`src/rtl/dxsort_pkg.sv`:
```
// Shared constants, payload types, state and command types for the descending exchange sorter.
package dxsort_pkg;

	localparam int MAX_ITEMS = 16;
	localparam int DATA_W    = 32;
	localparam int IDX_W     = $clog2(MAX_ITEMS);
	localparam int CNT_W     = $clog2(MAX_ITEMS + 1);

	typedef struct packed {
		logic signed [DATA_W-1:0] value;
		logic                     last;
	} item_t;

	typedef struct packed {
		logic signed [DATA_W-1:0] sorted_value;
		logic                     final_res;
		logic                     truncated;
	} result_t;

	typedef enum logic [2:0] {
		ST_IDLE,
		ST_LOAD_P,
		ST_FETCH_P,
		ST_CMP,
		ST_EMIT
	} state_t;

	typedef enum logic [1:0] {
		RD_P,
		RD_P_NEXT,
		RD_Q_NEXT
	} rd_sel_t;

	typedef struct packed {
		logic    load;
		logic    clear_set;
		logic    p_init;
		logic    p_inc;
		logic    q_init;
		logic    q_inc;
		logic    cur_from_ram;
		logic    cmp_step;
		logic    emit;
		rd_sel_t rd_sel;
	} dp_cmd_t;

	typedef struct packed {
		logic p_last;
		logic q_last;
		logic out_free;
	} dp_status_t;

endpackage

```
`src/rtl/dxsort_ram.sv`:
```
// Generic single-write, single-read RAM with registered read data.
module dxsort_ram #(
	parameter int WIDTH = 32,
	parameter int DEPTH = 16
) (
	input  logic                     clk,
	input  logic                     we,
	input  logic [$clog2(DEPTH)-1:0] waddr,
	input  logic [WIDTH-1:0]         wdata,
	input  logic [$clog2(DEPTH)-1:0] raddr,
	output logic [WIDTH-1:0]         rdata
);

	logic [WIDTH-1:0] mem [DEPTH];

	always_ff @(posedge clk) begin
		if (we) begin
			mem[waddr] <= wdata;
		end
		rdata <= mem[raddr];
	end

endmodule

```
`src/rtl/dxsort_datapath.sv`:
```
// Datapath: element store, set count, sort indexes, running maximum and result register.
module dxsort_datapath (
	input  logic                 clk,
	input  logic                 arst_n,
	input  dxsort_pkg::dp_cmd_t  cmd,
	input  dxsort_pkg::item_t    item_data,
	output dxsort_pkg::dp_status_t status,
	output logic                 res_valid,
	output dxsort_pkg::result_t  res_data,
	input  logic                 res_stall
);

	logic [dxsort_pkg::CNT_W-1:0]       count_q;
	logic [dxsort_pkg::CNT_W-1:0]       count_m1;
	logic                               ovf_q;
	logic [dxsort_pkg::IDX_W-1:0]       p_q;
	logic [dxsort_pkg::IDX_W-1:0]       q_q;
	logic [dxsort_pkg::IDX_W-1:0]       last_idx;
	logic signed [dxsort_pkg::DATA_W-1:0] cur_q;
	logic signed [dxsort_pkg::DATA_W-1:0] rdata;
	logic                               res_valid_q;
	dxsort_pkg::result_t                res_q;

	logic                               full;
	logic                               swap;
	logic                               we;
	logic [dxsort_pkg::IDX_W-1:0]       waddr;
	logic [dxsort_pkg::DATA_W-1:0]      wdata;
	logic [dxsort_pkg::IDX_W-1:0]       raddr;

	assign full     = (count_q == dxsort_pkg::CNT_W'(dxsort_pkg::MAX_ITEMS));
	assign count_m1 = count_q - dxsort_pkg::CNT_W'(1);
	assign last_idx = count_m1[dxsort_pkg::IDX_W-1:0];
	assign swap     = (cur_q < rdata);

	// the running value always holds what position p would hold after the swaps so far
	always_comb begin
		we    = 1'b0;
		waddr = q_q;
		wdata = cur_q;
		if (cmd.load) begin
			we    = !full;
			waddr = count_q[dxsort_pkg::IDX_W-1:0];
			wdata = item_data.value;
		end else if (cmd.cmp_step) begin
			we    = swap;
			waddr = q_q;
			wdata = cur_q;
		end
	end

	always_comb begin
		unique case (cmd.rd_sel)
			dxsort_pkg::RD_P:      raddr = p_q;
			dxsort_pkg::RD_P_NEXT: raddr = p_q + dxsort_pkg::IDX_W'(1);
			dxsort_pkg::RD_Q_NEXT: raddr = q_q + dxsort_pkg::IDX_W'(1);
			default:               raddr = p_q;
		endcase
	end

	dxsort_ram #(
		.WIDTH(dxsort_pkg::DATA_W),
		.DEPTH(dxsort_pkg::MAX_ITEMS)
	) u_store (
		.clk  (clk),
		.we   (we),
		.waddr(waddr),
		.wdata(wdata),
		.raddr(raddr),
		.rdata(rdata)
	);

	always_ff @(posedge clk or negedge arst_n) begin
		if (!arst_n) begin
			count_q     <= '0;
			ovf_q       <= 1'b0;
			p_q         <= '0;
			q_q         <= '0;
			res_valid_q <= 1'b0;
		end else begin
			if (cmd.clear_set) begin
				count_q <= '0;
				ovf_q   <= 1'b0;
			end else if (cmd.load) begin
				if (full) begin
					ovf_q <= 1'b1;
				end else begin
					count_q <= count_q + dxsort_pkg::CNT_W'(1);
				end
			end
			if (cmd.p_init) begin
				p_q <= '0;
			end else if (cmd.p_inc) begin
				p_q <= p_q + dxsort_pkg::IDX_W'(1);
			end
			if (cmd.q_init) begin
				q_q <= p_q + dxsort_pkg::IDX_W'(1);
			end else if (cmd.q_inc) begin
				q_q <= q_q + dxsort_pkg::IDX_W'(1);
			end
			if (cmd.emit) begin
				res_valid_q <= 1'b1;
			end else if (!res_stall) begin
				res_valid_q <= 1'b0;
			end
		end
	end

	always_ff @(posedge clk) begin
		if (cmd.cur_from_ram || (cmd.cmp_step && swap)) begin
			cur_q <= rdata;
		end
		if (cmd.emit) begin
			res_q.sorted_value <= cur_q;
			res_q.final_res    <= (p_q == last_idx);
			res_q.truncated    <= ovf_q;
		end
	end

	assign status.p_last   = (p_q == last_idx);
	assign status.q_last   = (q_q == last_idx);
	assign status.out_free = !res_valid_q || !res_stall;

	assign res_valid = res_valid_q;
	assign res_data  = res_q;

endmodule

```
`src/rtl/dxsort_ctrl.sv`:
```
// Controller: sequences loading, the exchange passes and result emission.
module dxsort_ctrl (
	input  logic                   clk,
	input  logic                   arst_n,
	input  logic                   item_valid,
	input  logic                   item_last,
	output logic                   item_stall,
	input  dxsort_pkg::dp_status_t status,
	output dxsort_pkg::dp_cmd_t    cmd
);

	dxsort_pkg::state_t state_q;
	dxsort_pkg::state_t state_nxt;
	logic               accept;

	assign accept = item_valid && (state_q == dxsort_pkg::ST_IDLE);

	always_ff @(posedge clk or negedge arst_n) begin
		if (!arst_n) begin
			state_q <= dxsort_pkg::ST_IDLE;
		end else begin
			state_q <= state_nxt;
		end
	end

	always_comb begin
		state_nxt = state_q;
		unique case (state_q)
			dxsort_pkg::ST_IDLE: begin
				if (accept && item_last) begin
					state_nxt = dxsort_pkg::ST_LOAD_P;
				end
			end
			dxsort_pkg::ST_LOAD_P: begin
				state_nxt = dxsort_pkg::ST_FETCH_P;
			end
			dxsort_pkg::ST_FETCH_P: begin
				state_nxt = status.p_last ? dxsort_pkg::ST_EMIT : dxsort_pkg::ST_CMP;
			end
			dxsort_pkg::ST_CMP: begin
				if (status.q_last) begin
					state_nxt = dxsort_pkg::ST_EMIT;
				end
			end
			dxsort_pkg::ST_EMIT: begin
				if (status.out_free) begin
					state_nxt = status.p_last ? dxsort_pkg::ST_IDLE : dxsort_pkg::ST_LOAD_P;
				end
			end
			default: state_nxt = dxsort_pkg::ST_IDLE;
		endcase
	end

	always_comb begin
		cmd        = '0;
		cmd.rd_sel = dxsort_pkg::RD_P;
		item_stall = (state_q != dxsort_pkg::ST_IDLE);
		unique case (state_q)
			dxsort_pkg::ST_IDLE: begin
				cmd.load   = accept;
				cmd.p_init = accept && item_last;
			end
			dxsort_pkg::ST_LOAD_P: begin
				cmd.rd_sel = dxsort_pkg::RD_P;
			end
			dxsort_pkg::ST_FETCH_P: begin
				// take position p and prefetch p+1
				cmd.cur_from_ram = 1'b1;
				cmd.q_init       = 1'b1;
				cmd.rd_sel       = dxsort_pkg::RD_P_NEXT;
			end
			dxsort_pkg::ST_CMP: begin
				cmd.cmp_step = 1'b1;
				cmd.q_inc    = !status.q_last;
				cmd.rd_sel   = dxsort_pkg::RD_Q_NEXT;
			end
			dxsort_pkg::ST_EMIT: begin
				cmd.emit      = status.out_free;
				cmd.p_inc     = status.out_free && !status.p_last;
				cmd.clear_set = status.out_free && status.p_last;
			end
			default: begin
				cmd = '0;
			end
		endcase
	end

endmodule

```
`src/rtl/descending_exchange_sort_unit.sv`:
```
// Top level: descending exchange sorter, controller plus datapath.
// Loading: one item per cycle, no result; the item marked last starts the sort.
// Sorting n elements: each position p is read, fetched, compared once with every later entry
// through the single store read port, and emitted. One result per pass; a stalled result holds
// the pass in emit, and a new set loads once the final result is registered.
// Asynchronous active-low reset clears count, overflow flag, state and result valid;
// the element store is not cleared and needs no clearing pass.
module descending_exchange_sort_unit (
	input  logic                clk,
	input  logic                arst_n,
	input  logic                item_valid,
	output logic                item_stall,
	input  dxsort_pkg::item_t   item_data,
	output logic                res_valid,
	input  logic                res_stall,
	output dxsort_pkg::result_t res_data
);

	dxsort_pkg::dp_cmd_t    cmd;
	dxsort_pkg::dp_status_t status;

	dxsort_ctrl u_ctrl (
		.clk       (clk),
		.arst_n    (arst_n),
		.item_valid(item_valid),
		.item_last (item_data.last),
		.item_stall(item_stall),
		.status    (status),
		.cmd       (cmd)
	);

	dxsort_datapath u_dp (
		.clk      (clk),
		.arst_n   (arst_n),
		.cmd      (cmd),
		.item_data(item_data),
		.status   (status),
		.res_valid(res_valid),
		.res_data (res_data),
		.res_stall(res_stall)
	);

endmodule

```
`config.mk`:
```
export PLATFORM = sky130hd
export DESIGN_NAME = descending_exchange_sort_unit
export DESIGN_NICKNAME = d
export VERILOG_FILES = /design/src/rtl/dxsort_pkg.sv /design/src/rtl/dxsort_ram.sv /design/src/rtl/dxsort_datapath.sv /design/src/rtl/dxsort_ctrl.sv /design/src/rtl/descending_exchange_sort_unit.sv
export SDC_FILE = /design/constraint.sdc
export NUM_CORES = 1
export LEC_CHECK = 0
export BUFFER_PORTS_ARGS = -buffer_cell sky130_fd_sc_hd__buf_2
export CORE_MARGIN = 2
export CORE_UTILIZATION = 40
export CTS_BUF_LIST = sky130_fd_sc_hd__clkbuf_16
export CTS_CLUSTER_SIZE = 14
export DETAILED_ROUTE_END_ITERATION = 16
export PLACE_DENSITY = 0.58
export SYNTH_ARGS = -nofsm -noshare
export SYNTH_HDL_FRONTEND = slang
export SYNTH_SLANG_ARGS = --single-unit
```
`constraint.sdc`:
```
create_clock -name clk -period 5 [get_ports clk]
set_clock_uncertainty 0.2 [all_clocks]
set_input_delay 0.5 -clock clk [delete_from_list [all_inputs] [get_ports clk]]
set_output_delay 0.5 -clock clk [all_outputs]
set_load 0.01 [all_outputs]
```
Yosys cells after proc, flatten, opt, wreduce, memory -nomap -nowiden
Memory sizes are Yosys's and may differ from the RTL's. A register that Yosys moved wholly into a read port is not among the register bits.
Index checks and enable logic that the tools add are counted.
Widths: inputs -> output; s select.
{ "totals": {"memories": 1, "output_inout_bits": 36, "register_bits": 84, "ramBits": 512} }
{ "op_classes": {"mux": 34, "n_reduce_logical": 21, "add_sub_neg": 4, "n_eq_ne": 14, "order_cmp": 1} }
{ "memory_table": {"columns": ["memory", "depth", "word_bits", "rd", "rd_ports_with_merged_regs", "write_ports", "line", "source"], "rows": [
  ["u_dp.u_store.mem", 16, 32, 1, 1, 1, "dxsort_ram.sv:14", "logic [WIDTH-1:0] mem [DEPTH];"]
]} }
{ "ops": {"columns": ["operator", "n"], "rows": [
  ["$lt 32x32->1", 1],
  ["$mux 32", 1],
  ["$mux 4", 5],
  ["$mux 1", 18],
  ["$mux 5", 3],
  ["$pmux 3 s5", 1],
  ["$mux 3", 4],
  ["$add 4x1->4 const B", 2],
  ["$eq 4x4->1", 2],
  ["$pmux 4 s2", 1],
  ["$reduce_bool 2->1", 4],
  ["$eq 3x2->1 const B", 2],
  ["$ne 2x1->1 const B", 3],
  ["$add 5x1->5 const B", 1],
  ["$eq 5x5->1 const B", 1],
  ["$logic_and 1x1->1", 5],
  ["$logic_not 1->1", 5],
  ["$ne 2x2->1 const B", 2],
  ["$pmux 2 s2", 1],
  ["$reduce_and 2->1", 2],
  ["$sub 4x1->4 const B", 1],
  ["$eq 3x1->1 const B", 1],
  ["$eq 3x3->1 const B", 1],
  ["$logic_not 3->1", 1],
  ["5 further kinds", 6]
]} }

Logic depth before layout (Yosys ltp)
Gate-level depths: netlist (run 1).
{ "depth": {"ltp_word": 7, "mapped_depth": 12} }

Hierarchy
From an unflattened synthesis (run 1), not the netlist that was laid out.
{ "unflattened": {"hier_cells": 1210, "hier_area_um2": 24355.9} }
{ "modules_own_cells": {"columns": ["mod", "cells_per_inst", "area_each_um2", "seq_area_each_um2", "instances"], "rows": [
  ["dxsort_ram", 838, 19854.0, 16015.4, 1],
  ["dxsort_datapath", 339, 4244.1, 2357.3, 1],
  ["dxsort_ctrl", 33, 257.7, 75.1, 1]
]} }

Worst setup path after synthesis (run 1)
No wires, ideal clock.
{ "synth_path": {"path_type": "register to register", "from": "register u_dp.cur_q[31] in the netlist's numbering", "to": "register u_dp.cur_q[0] in the netlist's numbering, enable pin", "n_path_buf": 0, "t_required_ps": 4320, "arrival_time_ps": 4170, "path_stages_with_launch": 8, "synth_period_minus_slack_ps": 4851, "path_slack_ps": 149, "path_cell_list": "edfxtp_1 -> ha_1 -> nand4_1 -> nor4_1 -> a211oi_1 -> o21ai_0 -> o22ai_1 -> a311oi_1"} }
{ "synth_via": {"elab_chain_len": 3} }
{ "synth_lines": {"columns": ["element", "line", "source"], "rows": [
  ["from (decl)", "dxsort_datapath.sv:19", "logic signed [dxsort_pkg::DATA_W-1:0] cur_q;"],
  ["from (signal assigned)", "dxsort_datapath.sv:111", "cur_q <= rdata;"],
  ["$lt 32x32->1", "dxsort_datapath.sv:34", "assign swap = (cur_q < rdata);"],
  ["$logic_and 1x1->1", "dxsort_datapath.sv:110", "if (cmd.cur_from_ram || (cmd.cmp_step && swap)) begin"],
  ["$logic_or 1x1->1", "dxsort_datapath.sv:110", null]
]} }
No other way between the ends.
A chain may end at the register's enable or synchronous reset.

Final worst setup path (run 1)
{ "layout_path": {"from": "register u_ctrl.state_q[1]", "to": "register u_dp.u_store.rdata[14] (read register of u_dp.u_store.mem)"} }
{ "layout_via": {"elab_chain_len": 4} }
{ "layout_lines": {"columns": ["element", "line", "source"], "rows": [
  ["from (decl)", "dxsort_ctrl.sv:12", "dxsort_pkg::state_t state_q;"],
  ["from (signal assigned)", "dxsort_ctrl.sv:20", "state_q <= dxsort_pkg::ST_IDLE;"],
  ["from (signal assigned)", "dxsort_ctrl.sv:22", "state_q <= state_nxt;"],
  ["$eq 3x2->1", "dxsort_ctrl.sv:58", "unique case (state_q)"],
  ["$pmux 2 s2 *", "dxsort_ctrl.sv:58", null],
  ["$eq 2x2->1 / $eq 2x1->1 (equally long branches)", "dxsort_datapath.sv:53", "unique case (cmd.rd_sel)"],
  ["$pmux 4 s2 *", "dxsort_datapath.sv:53", null],
  ["to (decl)", "dxsort_ram.sv:11", "output logic [WIDTH-1:0] rdata"]
]} }
Mark *: on every way between the ends. The rest lies on a longest branch, timed or not.

==> impl_results.md, run 1 <==
* R2R cell count at 9
* Layout cell share with drive strength beyond 1 at 0.280
* Layout area overhead at 14.6%
* GPL Wtd Cong at 0.759
* Buf+Inv Stages, Crit Path at 3
* Gr ovfl total at 0
* Netlist cell types at 51
* CTS tree: done
* R2R setup slack at 1.01 ns
* Mapped Area at 24500 µm²
* Final total power at 19.0 mW
* Number of port buffers at 72
* Via density at 5.42
* Status: completed
* VDD IR max at 0.414 mV
* Post-synthesis sequential area ratio at 0.754
* Die area at 63200 µm²
* Crit-path slowest cell: mux2i_4
* Fin crit share at 0.797
* Inst Count DP at 2042
* Final setup TNS at 0 ns
* Critical path startpoint: u_ctrl.state_q[1]
* Diodes inserted at 0
* Number of synthesized register bits at 628
* RSZ-0062 raised after global routing: false
* # DRC at 0
* CP Data Arrival Time at 4.27 ns
* Syn Nets at 1273
* Avg Synthesized Cell Area at 20.4 µm²
* Worst setup EP type: flop
* Worst R2R Start: u_ctrl.state_q[1]
* Critical path startpoint category: flop
* Ys async rst share at 0.0287
* Total GRT Usage at 0.166
* Filler Cell Count at 5039
* Number of enable flip-flop cells after synthesis at 578
* CP peak stage delay at 0.84 ns
* Starting Density at 0.405
* Initial antenna violation count at 0
* Initial DRC Count at 758
* Total clock sinks at 628
* Ys flop type: edfxtp_1
* Power Dens Cells at 678 nW/µm²
* Period minus WS final at 3.99 ns
* H-tree level count at 2
* CP Cell Sequence: nor2b_1, nand2_1, inv_1, ha_1, mux2i_4, buf_12, buf_4, mux4_2, a221o_1
* Post-route cell area at 28100 µm²
* Hold EP: u_dp.p_q[3]
* Xor/xnor cell area share of the yosys netlist at 0.00900
* Final setup fails at 0
* Worst-path fanout max at 27
* Relative slew slack at 0.326
* Peak Freq at 0.251 GHz
* Critical path type: reg -> reg
* Clk slew on worst S/H paths at 0.06 ns
* # nets final at 1400
* Area after DPL at 26100 µm²
* Reg2reg end: u_dp.u_store.rdata[14]
* Min-delay src: item_data[0]
* Adder-cell area share of the yosys netlist at 0.0194
* Ys Warns at 0
* Die height at 251 µm
* Routed Antenna Nets at 0
* WL final at 51.6 mm
* Largest net degree at the start of global routing at 70
* Vias in the first global route at 12400
* Max-slew violations at 0
* Final Hold Fails at 0
* Row count at 90
* CTS Buffer Depth at 3
* Hold-critical path depth at 3
* Simple-gate share of the synthesized area at 0.0228
* Pleak at 9.59 nW
* I/O pins at 73
* Worst hold path class: in -> reg
* Core area at 60500 µm²
* Die width at 251 µm
* Non-filler cells, final at 2160
* DR vias at 11700
* Inserted Clock Buffers at 61
* Synth Area in Compound Gates at 0.0423
* DRT Pass-1 Iters at 5
* Clock latency on the worst-skew pair at 0.62 ns
* Mapped Cells at 1198
* Final HPWL from detailed placement at 31.0 mm
* Top delay family on crit path: multiplexers
* Area occupied by multi-input gates at 5750 µm²
* Root Driver: clkbuf_16
* Seq. cell area at 18400 µm²
* Main combinational cell family by area after synthesis: multiplexers
* Post-synthesis mux area share at 0.134
* First-pass GRT wire length at 78.3 mm
* Wire per inst at 23.9 µm
* Max-cap violations at 0
* Worst Path Required at 5.29 ns
* Slew @ Worst Pin at 1.01 ns
cell usage in the layout, fill, tap and decap left out, types with 7 or more instances in the layout:
master	n
clkbuf_16	62
clkinv_1	17
a21oi_1	25
xnor2_1	14
mux2_2	32
nand3_1	10
edfxtp_1	578
nor2_4	12
buf_12	7
clkinv_2	9
nand2_1	32
buf_2	72
dfrtp_1	18
o21ai_0	13
a221o_1	32
buf_4	38
a22o_1	32
dfxtp_1	32
inv_1	65
ha_1	38
mux4_2	128
nor2_1	27
synthesized netlist by cell type, drive strengths merged, types with 2 or more instances:
master | number | area (µm²)
o311ai | 2 | 17.5
nor3 | 6 | 45.0
xnor2 | 14 | 123
a31oi | 4 | 31.3
a21o | 3 | 22.5
mux4 | 128 | 2880
xnor3 | 2 | 45.0
inv | 45 | 169
o21a | 2 | 15.0
a221o | 32 | 320
xor2 | 6 | 52.6
clkbuf | 24 | 90.1
mux2 | 32 | 360
edfxtp | 578 | 17400
nand2 | 33 | 124
o22ai | 3 | 18.8
a31o | 2 | 17.5
ha | 38 | 475
a22o | 32 | 280
nand4 | 6 | 37.5
nor4 | 2 | 12.5
dfxtp | 32 | 641
o31ai | 3 | 22.5
a311oi | 2 | 17.5
nor2 | 39 | 146
nand2b | 4 | 25.0
buf | 31 | 204
nor2b | 2 | 12.5
nor3b | 8 | 60.1
mux2i | 3 | 30.0
dfrtp | 18 | 450
a21oi | 26 | 130
o21ai | 15 | 75.1
nand3 | 10 | 50.1
per-stage QoR:
step	hold WS [ns]	util	setup WS, ns
2_1_floorplan	0.00441	-	0.149
3_3_place_gp	0.215	0.432	1.07
3_5_place_dp	0.215	0.432	1.00
4_1_cts	0.0983	0.464	0.980
5_1_grt	0.117	0.464	0.846
6_report	0.117	0.464	1.01
how the worst max path moves through the flow:
stage / cells past startpoint / endpoint / slack [ns]
6_report: 9 / u_dp.u_store.rdata[14] / 1.01
5_1_grt: 8 / u_dp.u_store.mem[6][16] / 0.85
4_1_cts: 8 / u_dp.u_store.mem[6][16] / 0.98
3_5_place_dp: 8 / u_dp.u_store.mem[6][14] / 1.00
3_3_place_gp: 8 / u_dp.u_store.mem[6][14] / 1.07
2_1_floorplan: 7 / u_dp.cur_q[0] / 0.15
repair_timing:
| item | 4_1_cts | 5_1_grt |
|---|---|---|
| buffers inserted | 0 | 0 |
| hold endpoints to repair | 20 | 0 |
| hold buffers | 2 | 0 |
| gates resized for setup | 0 | 0 |
cells by family (layout without fill, tap and decap cells):
logic type	count (synthesis)	after routing
fa+ha+maj	38	38
simple gates	114	114
buf+inv	100	280
mux	163	163
flops	628	628
xor+xnor	22	22
compound gates	133	133
state kept, by name (all words and copies together), names as in the netlist:
signal              count
u_dp.ovf_q              1
u_dp.u_store.mem      512
u_dp.count_q            5
u_dp.res_data          34
u_dp.q_q                4
u_dp.res_valid          1
u_dp.u_store.rdata     32
u_dp.cur_q             32
u_ctrl.state_q          3
u_dp.p_q                4
final cells by class:
class | instances | share of cell area
inverters | 45 | 0.00602
well taps | 782 | 0.0349
multi-input cells | 470 | 0.205
clock inverters | 54 | 0.0127
flip-flops and latches | 628 | 0.658
clock buffers | 62 | 0.0553
repair buffers | 119 | 0.0287
where the power goes:
group	switching, mW	leakage (nW)	internal [mW]
clock	1.89	1.01	2.44
sequential	0.431	5.74	7.38
combinational	4.01	2.83	2.87
total	6.33	9.59	12.7
metal layers:
metal	track usage	wire [µm]	up-vias
li1	-	-	5180
met1	0.228	23000	6240
met2	0.279	25700	227
met3	0.0225	1790	70
met4	0.0488	1090	0
met5	0	0	-
worst reg2reg max path, cell delays in order, from the launching register on:
cell     delay [ns]
dfrtp_1        0.47
nor2b_1        0.20
nand2_1        0.18
inv_1          0.13
ha_1           0.56
mux2i_4        0.84
buf_12         0.31
buf_4          0.25
mux4_2         0.33
a221o_1        0.38
No activity file was read; power rests on OpenSTA's default activity.
==> run 2: changes to the inputs <==
- ABC_AREA: not set -> 1
- clock period: 5 -> 3.27 ns (I/O delays scaled with it)
==> run 2 against run 1 <==
  * Synthesized area rose by 4.1%
  * Critical path type unchanged
  * Fmax rose by 28%
  * Sequential cell count did not move
  * Critical endpoint is now u_dp.u_store.rdata[20]
  * Routed wire length rose by 30%
==> impl_results.md, run 2 <==
* Fin crit share at 0.951 (+0.154)
* CTS Buffer Depth at 3 (unchanged)
* Mapped Cells at 1930 (+61%)
* Largest net degree at the start of global routing at 65 (-7.1%)
* Starting Density at 0.404 (about the same)
* Post-synthesis sequential area ratio at 0.724 (-0.0295)
* Clk slew on worst S/H paths at 0.06 ns (about the same)
* Relative slew slack at 0.468 (+0.142)
* Layout cell share with drive strength beyond 1 at 0.202 (-0.0783)
* Layout area overhead at 19.9%
* Worst Path Required at 3.54 ns (-1.75 ns)
* Max reg flops at 512 (unchanged)
* DR vias at 15900 (+36%)
* Status: completed
* Synth area leaders: edfxtp_1 68%, o211ai_1 5.6%, o21ai_0 3.5%
* CP peak stage delay at 0.40 ns (-0.44 ns)
* Clock latency on the worst-skew pair at 0.61 ns (about the same)
* Worst setup EP type: flop
* WL final at 67.0 mm (+30%)
* Area occupied by multi-input gates at 6360 µm² (+11%)
* Total GRT Usage at 0.203 (+0.0362)
* Routed Antenna Nets at 0 (unchanged)
* First-pass GRT wire length at 100 mm (+28%)
* Critical path startpoint category: flop
* Filler Cell Count at 5535 (+9.8%)
* Die area at 65700 µm² (+4.0%)
* Diodes inserted at 0 (unchanged)
* Seq. cell area at 18400 µm² (unchanged)
* Inst Count DP at 2859 (+40%)
* Largest Register: u_dp.u_store.mem
* Core area at 63000 µm² (+4.1%)
* DRT Pass-1 Iters at 5 (unchanged)
* Final HPWL from detailed placement at 41.6 mm (+34%)
* Ys Warns at 0 (unchanged)
* Syn Nets at 2005 (+58%)
* CP Data Arrival Time at 3.38 ns (-0.89 ns)
* # nets final at 2178 (+56%)
* Root Driver: clkbuf_16
* Number of port buffers at 72 (unchanged)
* # DRC at 0 (unchanged)
* Yosys top cell area share at 0.682 (-0.0278)
* Max-cap violations at 0 (unchanged)
* Critical path type: reg -> reg
* Ys async rst share at 0.0287 (unchanged)
* Post-synth top cells: 578 x edfxtp_1, 233 x nand2_1, 189 x o211ai_1, 179 x o21ai_0, 159 x nor2_1
* Worst-path fanout max at 51 (+89%)
* Most frequent cell after synthesis: edfxtp_1
* Ys flop type: edfxtp_1
* Peak Freq at 0.322 GHz (+28%)
* Crit-path slowest cell: dfrtp_1
* Commonest non-fill, non-tap cells in the layout: 578 x edfxtp_1, 230 x nand2_1, 189 x o211ai_1
* Area leader, netlist: edfxtp_1
* Die height at 256 µm (+2.0%)
* Total clock sinks at 628 (unchanged)
* CP Cell Sequence: inv_1, nand2_1, nor2_2, inv_1, ha_2, inv_4, nand3_2, o21ai_4, buf_4, buf_12, buf_12, or2_2, o211ai_2, o21ai_0, o211ai_1, nand2_1
* Final setup fails at 0 (unchanged)
* Slew @ Worst Pin at 0.795 ns (-0.216 ns)
* Row count at 92 (+2.2%)
* Mapped Area at 25500 µm² (+4.1%)
* Max-slew violations at 0 (unchanged)
* Number of enable flip-flop cells after synthesis at 578 (unchanged)
* Worst hold path class: in -> reg
* Non-filler cells, final at 3006 (+39%)
* Initial antenna violation count at 0 (unchanged)
* Avg Synthesized Cell Area at 13.2 µm² (-35%)
* RSZ-0062 raised after global routing: true
* Commonest non-fill, non-tap cell in the layout: edfxtp_1
* Netlist cell types at 41 (-20%)
* CTS tree: done
* Vias in the first global route at 15900 (+28%)
* Die width at 256 µm (+2.0%)
* Initial DRC Count at 1348 (+78%)
* Final core occ at 0.485 (+0.0209)
* H-tree level count at 3 (+1)
* Gr ovfl total at 0 (unchanged)
* Period minus WS final at 3.11 ns (-0.876 ns)
* Wire per inst at 22.3 µm (-6.7%)
* I/O pins at 73 (unchanged)
* Final Hold Fails at 0 (unchanged)
* Via density at 5.30 (-2.2%)
* GPL Wtd Cong at 0.802 (+5.6%)
* Inserted Clock Buffers at 70 (+15%)
* Number of synthesized register bits at 628 (unchanged)
run 2: cell count changes after synthesis, sizes merged, moves of 53 or more:
cell,change
o21ai,+214
nand2,+201
o211ai,+191
mux4,-128
nor2,+121
or2,+111
inv,+53
run 2: through the flow:
stage / instance area [µm²] / TNS, ns / setup slack (ns) / hold WS (ns)
floorplan: 25500 / -271.52 / -0.614 / -0.169
global placement: 28100 / 0 / 0.0346 / 0.0952
detailed placement: 28100 / 0 / 0.0412 / 0.0965
CTS: 30300 / 0 / 0.00990 / 0.0298
global route: 30500 / -0.0194 / -0.0125 / 0.0721
finish: 30500 / 0 / 0.160 / 0.0556
run 2: path summary, 6_finish.rpt:
check | from | to | slack (ns) | cells after the start
worst max-delay path | u_ctrl.state_q[2] | u_dp.u_store.rdata[20] | 0.16 | 16
worst min-delay path | item_data[9] | u_dp.u_store.mem[14][8] | 0.06 | 4
worst max register to register | u_ctrl.state_q[2] | u_dp.u_store.rdata[20] | 0.16 | 16
worst min register to register | u_dp.u_store.rdata[1] | u_dp.cur_q[1] | 0.23 | 0
max in group asynchronous | arst_n | u_dp.p_q[2] | 1.10 | 4
min in group asynchronous | arst_n | u_dp.count_q[2] | 0.40 | 3
run 2: per-layer routing:
metal	wire, µm	vias up	part of all wire	track usage
met1	28800	7981	0.43	0.266
li1	-	7456	-	-
met3	2970	97	0.044	0.0305
met5	0	-	0	0
met4	2090	0	0.031	0.0726
met2	33100	408	0.49	0.342
run 2: timing repair:
action                                  4_1_cts  5_1_grt
gates resized for setup                       0       17
endpoints found under the hold margin        24        0
hold buffers                                  5        0
setup buffers                                 0       10
endpoints found under the setup margin        0      537
run 2: kinds of logic (layout without fill, tap and decap cells):
group | Yosys count | after routing | synth area share
AOI/OAI and AO/OA | 501 | 501 | 0.124
xor gates and xnor gates | 10 | 10 | 0.00373
adders and majority gates | 38 | 38 | 0.0187
buffers and inverters | 210 | 440 | 0.0355
DFF | 628 | 628 | 0.724
and+or+nand+nor | 543 | 543 | 0.0934
run 2: area by class of cell:
| type | count | share of cell area |
|---|---|---|
| clock inverter | 56 | 0.0114 |
| multi-input combinational | 1092 | 0.208 |
| clock buffer | 73 | 0.0598 |
| tap | 846 | 0.0347 |
| inverter | 99 | 0.0127 |
| timing repair buffer | 211 | 0.0682 |
| timing repair inverter | 1 | 0.000287 |
| sequential | 628 | 0.604 |
run 2: worst max-delay path, delay by kind of cell (launching register included):
| family | cells | cell delay, ns |
|---|---|---|
| buffers and inverters | 6 | 0.76 |
| and+or+nand+nor | 5 | 0.66 |
| AOI/OAI and AO/OA | 4 | 0.60 |
| DFF | 1 | 0.40 |
| adders and majority gates | 1 | 0.34 |
Power of run 2 is left out: the tool's default activity adds up to more than one toggle a clock period on the data nets, which glitch-free logic cannot reach.
==> run 3: changes to the inputs <==
- PLACE_DENSITY: 0.58 -> not set
==> run 3 against run 2 <==
  * First-iteration DRC count increased by 1.4%
  * Worst hold slack worse by 0.045 ns
  * Final area decreased by 1.6%
  * Routed wire length is 4.0% lower
  * Sequential share of layout area rose by 1.0 points
  * Count of clock-buffer cells in the layout decreased by 5
  * Largest cell class unchanged
==> impl_results.md, run 3 (synthesis gave the netlist of run 2 again) <==
* Status: completed
* Die height at 256 µm (unchanged)
* First-pass GRT wire length at 97.9 mm (-2.6%)
* Layout cell share with drive strength beyond 1 at 0.190 (-0.0119)
* RSZ-0062 raised after global routing: true
* # nets final at 2139 (-1.8%)
* Worst Path Required at 3.54 ns (about the same)
* CP peak stage delay at 0.43 ns (+0.03 ns)
* Worst hold path class: in -> async
* Inserted Clock Buffers at 66 (-5.7%)
* Root Driver: clkbuf_16
* Initial DRC Count at 1367 (+1.4%)
* R2R setup slack at 0.1 ns (-0.06 ns)
* Number of port buffers at 72 (unchanged)
* Final HPWL from detailed placement at 39.9 mm (-4.2%)
* Starting Density at 0.404 (unchanged)
* Critical path type: reg -> reg
* CP Cell Sequence: inv_1, nand2_1, nor2_2, buf_4, ha_2, nand2_2, nand3_2, o21ai_4, buf_12, buf_12, or2_2, o211ai_1, o21ai_0, o211ai_1, nand2_1
* Critical path startpoint category: flop
* DR vias at 15800 (-0.65%)
* Row count at 92 (unchanged)
* Reg2reg end: u_dp.u_store.rdata[22]
* Max-cap violations at 0 (unchanged)
* WL final at 64.3 mm (-4.0%)
* Core area at 63000 µm² (unchanged)
* Filler Cell Count at 5510 (-0.45%)
* Final setup TNS at 0 ns (unchanged)
* Clk slew on worst S/H paths at 0.06 ns (about the same)
* Die width at 256 µm (unchanged)
* Fin crit share at 0.970 (+0.0186)
* Largest net degree at the start of global routing at 57 (-12%)
* DRT Pass-1 Iters at 5 (unchanged)
* Slew @ Worst Pin at 0.734 ns (-0.0610 ns)
* Gr ovfl total at 0 (unchanged)
* CTS Buffer Depth at 3 (unchanged)
* Area occupied by multi-input gates at 6360 µm² (about the same)
* R2R cell count at 15 (-1)
* Routed Antenna Nets at 0 (unchanged)
* Via density at 5.35 (+0.82%)
* Total GRT Usage at 0.196 (-0.00699)
* Worst setup EP type: flop
* Worst-path fanout max at 51 (unchanged)
* Buf+Inv Stages, Crit Path at 4 (-2)
* Clock latency on the worst-skew pair at 0.61 ns (about the same)
* Initial antenna violation count at 0 (unchanged)
* Peak Freq at 0.315 GHz (-1.9%)
* Seq. cell area at 18400 µm² (unchanged)
* Diodes inserted at 0 (unchanged)
* Worst R2R Start: u_ctrl.state_q[2]
* Total clock sinks at 628 (unchanged)
* Top delay family on crit path: simple AND/OR/NAND/NOR gates
* GPL Wtd Cong at 0.810 (+0.97%)
* Relative slew slack at 0.506 (+0.0373)
* Period minus WS final at 3.17 ns (+0.0608 ns)
* Vias in the first global route at 16200 (+1.7%)
* CTS tree: done
* Crit-path slowest cell: o211ai_1
* Commonest non-fill, non-tap cell in the layout: edfxtp_1
* CP Data Arrival Time at 3.44 ns (+0.06 ns)
* Wire per inst at 21.7 µm (-2.6%)
* H-tree level count at 3 (unchanged)
* Die area at 65700 µm² (unchanged)
* Final Hold Fails at 0 (unchanged)
* Final core occ at 0.477 (-0.00793)
* Max reg flops at 512 (unchanged)
* Final setup fails at 0 (unchanged)
* Max-slew violations at 0 (unchanged)
* Layout area overhead at 17.9%
* # DRC at 0 (unchanged)
* Commonest non-fill, non-tap cells in the layout: 578 x edfxtp_1, 230 x nand2_1, 189 x o211ai_1
* I/O pins at 73 (unchanged)
* Largest Register: u_dp.u_store.mem
* Critical Path Stages at 15 (-1)
-- run 3: cell count changes in the layout (fill, tap and decap cells not counted), moves of 2 or more --
cell           before  now
buf_4              80   55
clkinv_2            5   12
clkbuf_16          75   69
clkinv_1           18   13
inv_1             113  109
buf_12             48   45
clkinvlp_4          4    1
dlygate4sd3_1       5    2
buf_6               3    1
inv_4               2    0
-- run 3: cell type report --
| class | instances | share of cell area |
|---|---|---|
| Inverter | 99 | 0.0127 |
| Timing Repair Buffer | 177 | 0.0585 |
| Sequential cell | 628 | 0.614 |
| Tap cell | 846 | 0.0353 |
| Multi-Input combinational cell | 1092 | 0.212 |
| Clock inverter | 52 | 0.0107 |
| Clock buffer | 68 | 0.0567 |
-- run 3: per-stage QoR --
stage | std cells | area [µm²] | hold slack [ns] | setup WS (ns)
after floorplan | 1930 | 25500 | -0.169 | -0.614
after global placement | 2838 | 27900 | 0.0977 | 0.195
after detailed placement | 2838 | 27900 | 0.110 | 0.146
after CTS | 2960 | 30000 | 0.000134 | 0.0869
after global routing | 2962 | 30000 | 0.0343 | -0.000316
final | 2962 | 30000 | 0.0110 | 0.0994
-- run 3: timing repair --
item / 4_1_cts / 5_1_grt
endpoints found under the setup margin: 0 / 7
hold buffers: 2 / 0
gates resized for setup: 0 / 6
setup buffers: 0 / 1
endpoints found under the hold margin: 20 / 0
-- run 3: how the worst max path moves through the flow --
stage,startpoint,end
after floorplan,u_dp.cur_q[31],u_dp.u_store.mem[5][0]
after global placement,u_ctrl.state_q[2],u_dp.u_store.rdata[22]
after detailed placement,u_ctrl.state_q[2],u_dp.u_store.rdata[22]
after CTS,u_ctrl.state_q[2],u_dp.u_store.rdata[25]
after global routing,u_ctrl.state_q[2],u_dp.u_store.rdata[22]
final,u_ctrl.state_q[2],u_dp.u_store.rdata[22]
-- run 3: layer usage --
| layer | routed length (µm) | vias to the layer above | global-route usage |
|---|---|---|---|
| met5 | 0 | - | 0 |
| met4 | 2340 | 0 | 0.0765 |
| met3 | 2820 | 128 | 0.0297 |
| met2 | 32100 | 417 | 0.335 |
| met1 | 27100 | 7920 | 0.250 |
| li1 | - | 7373 | - |
Power of run 3 is left out for the same reason.
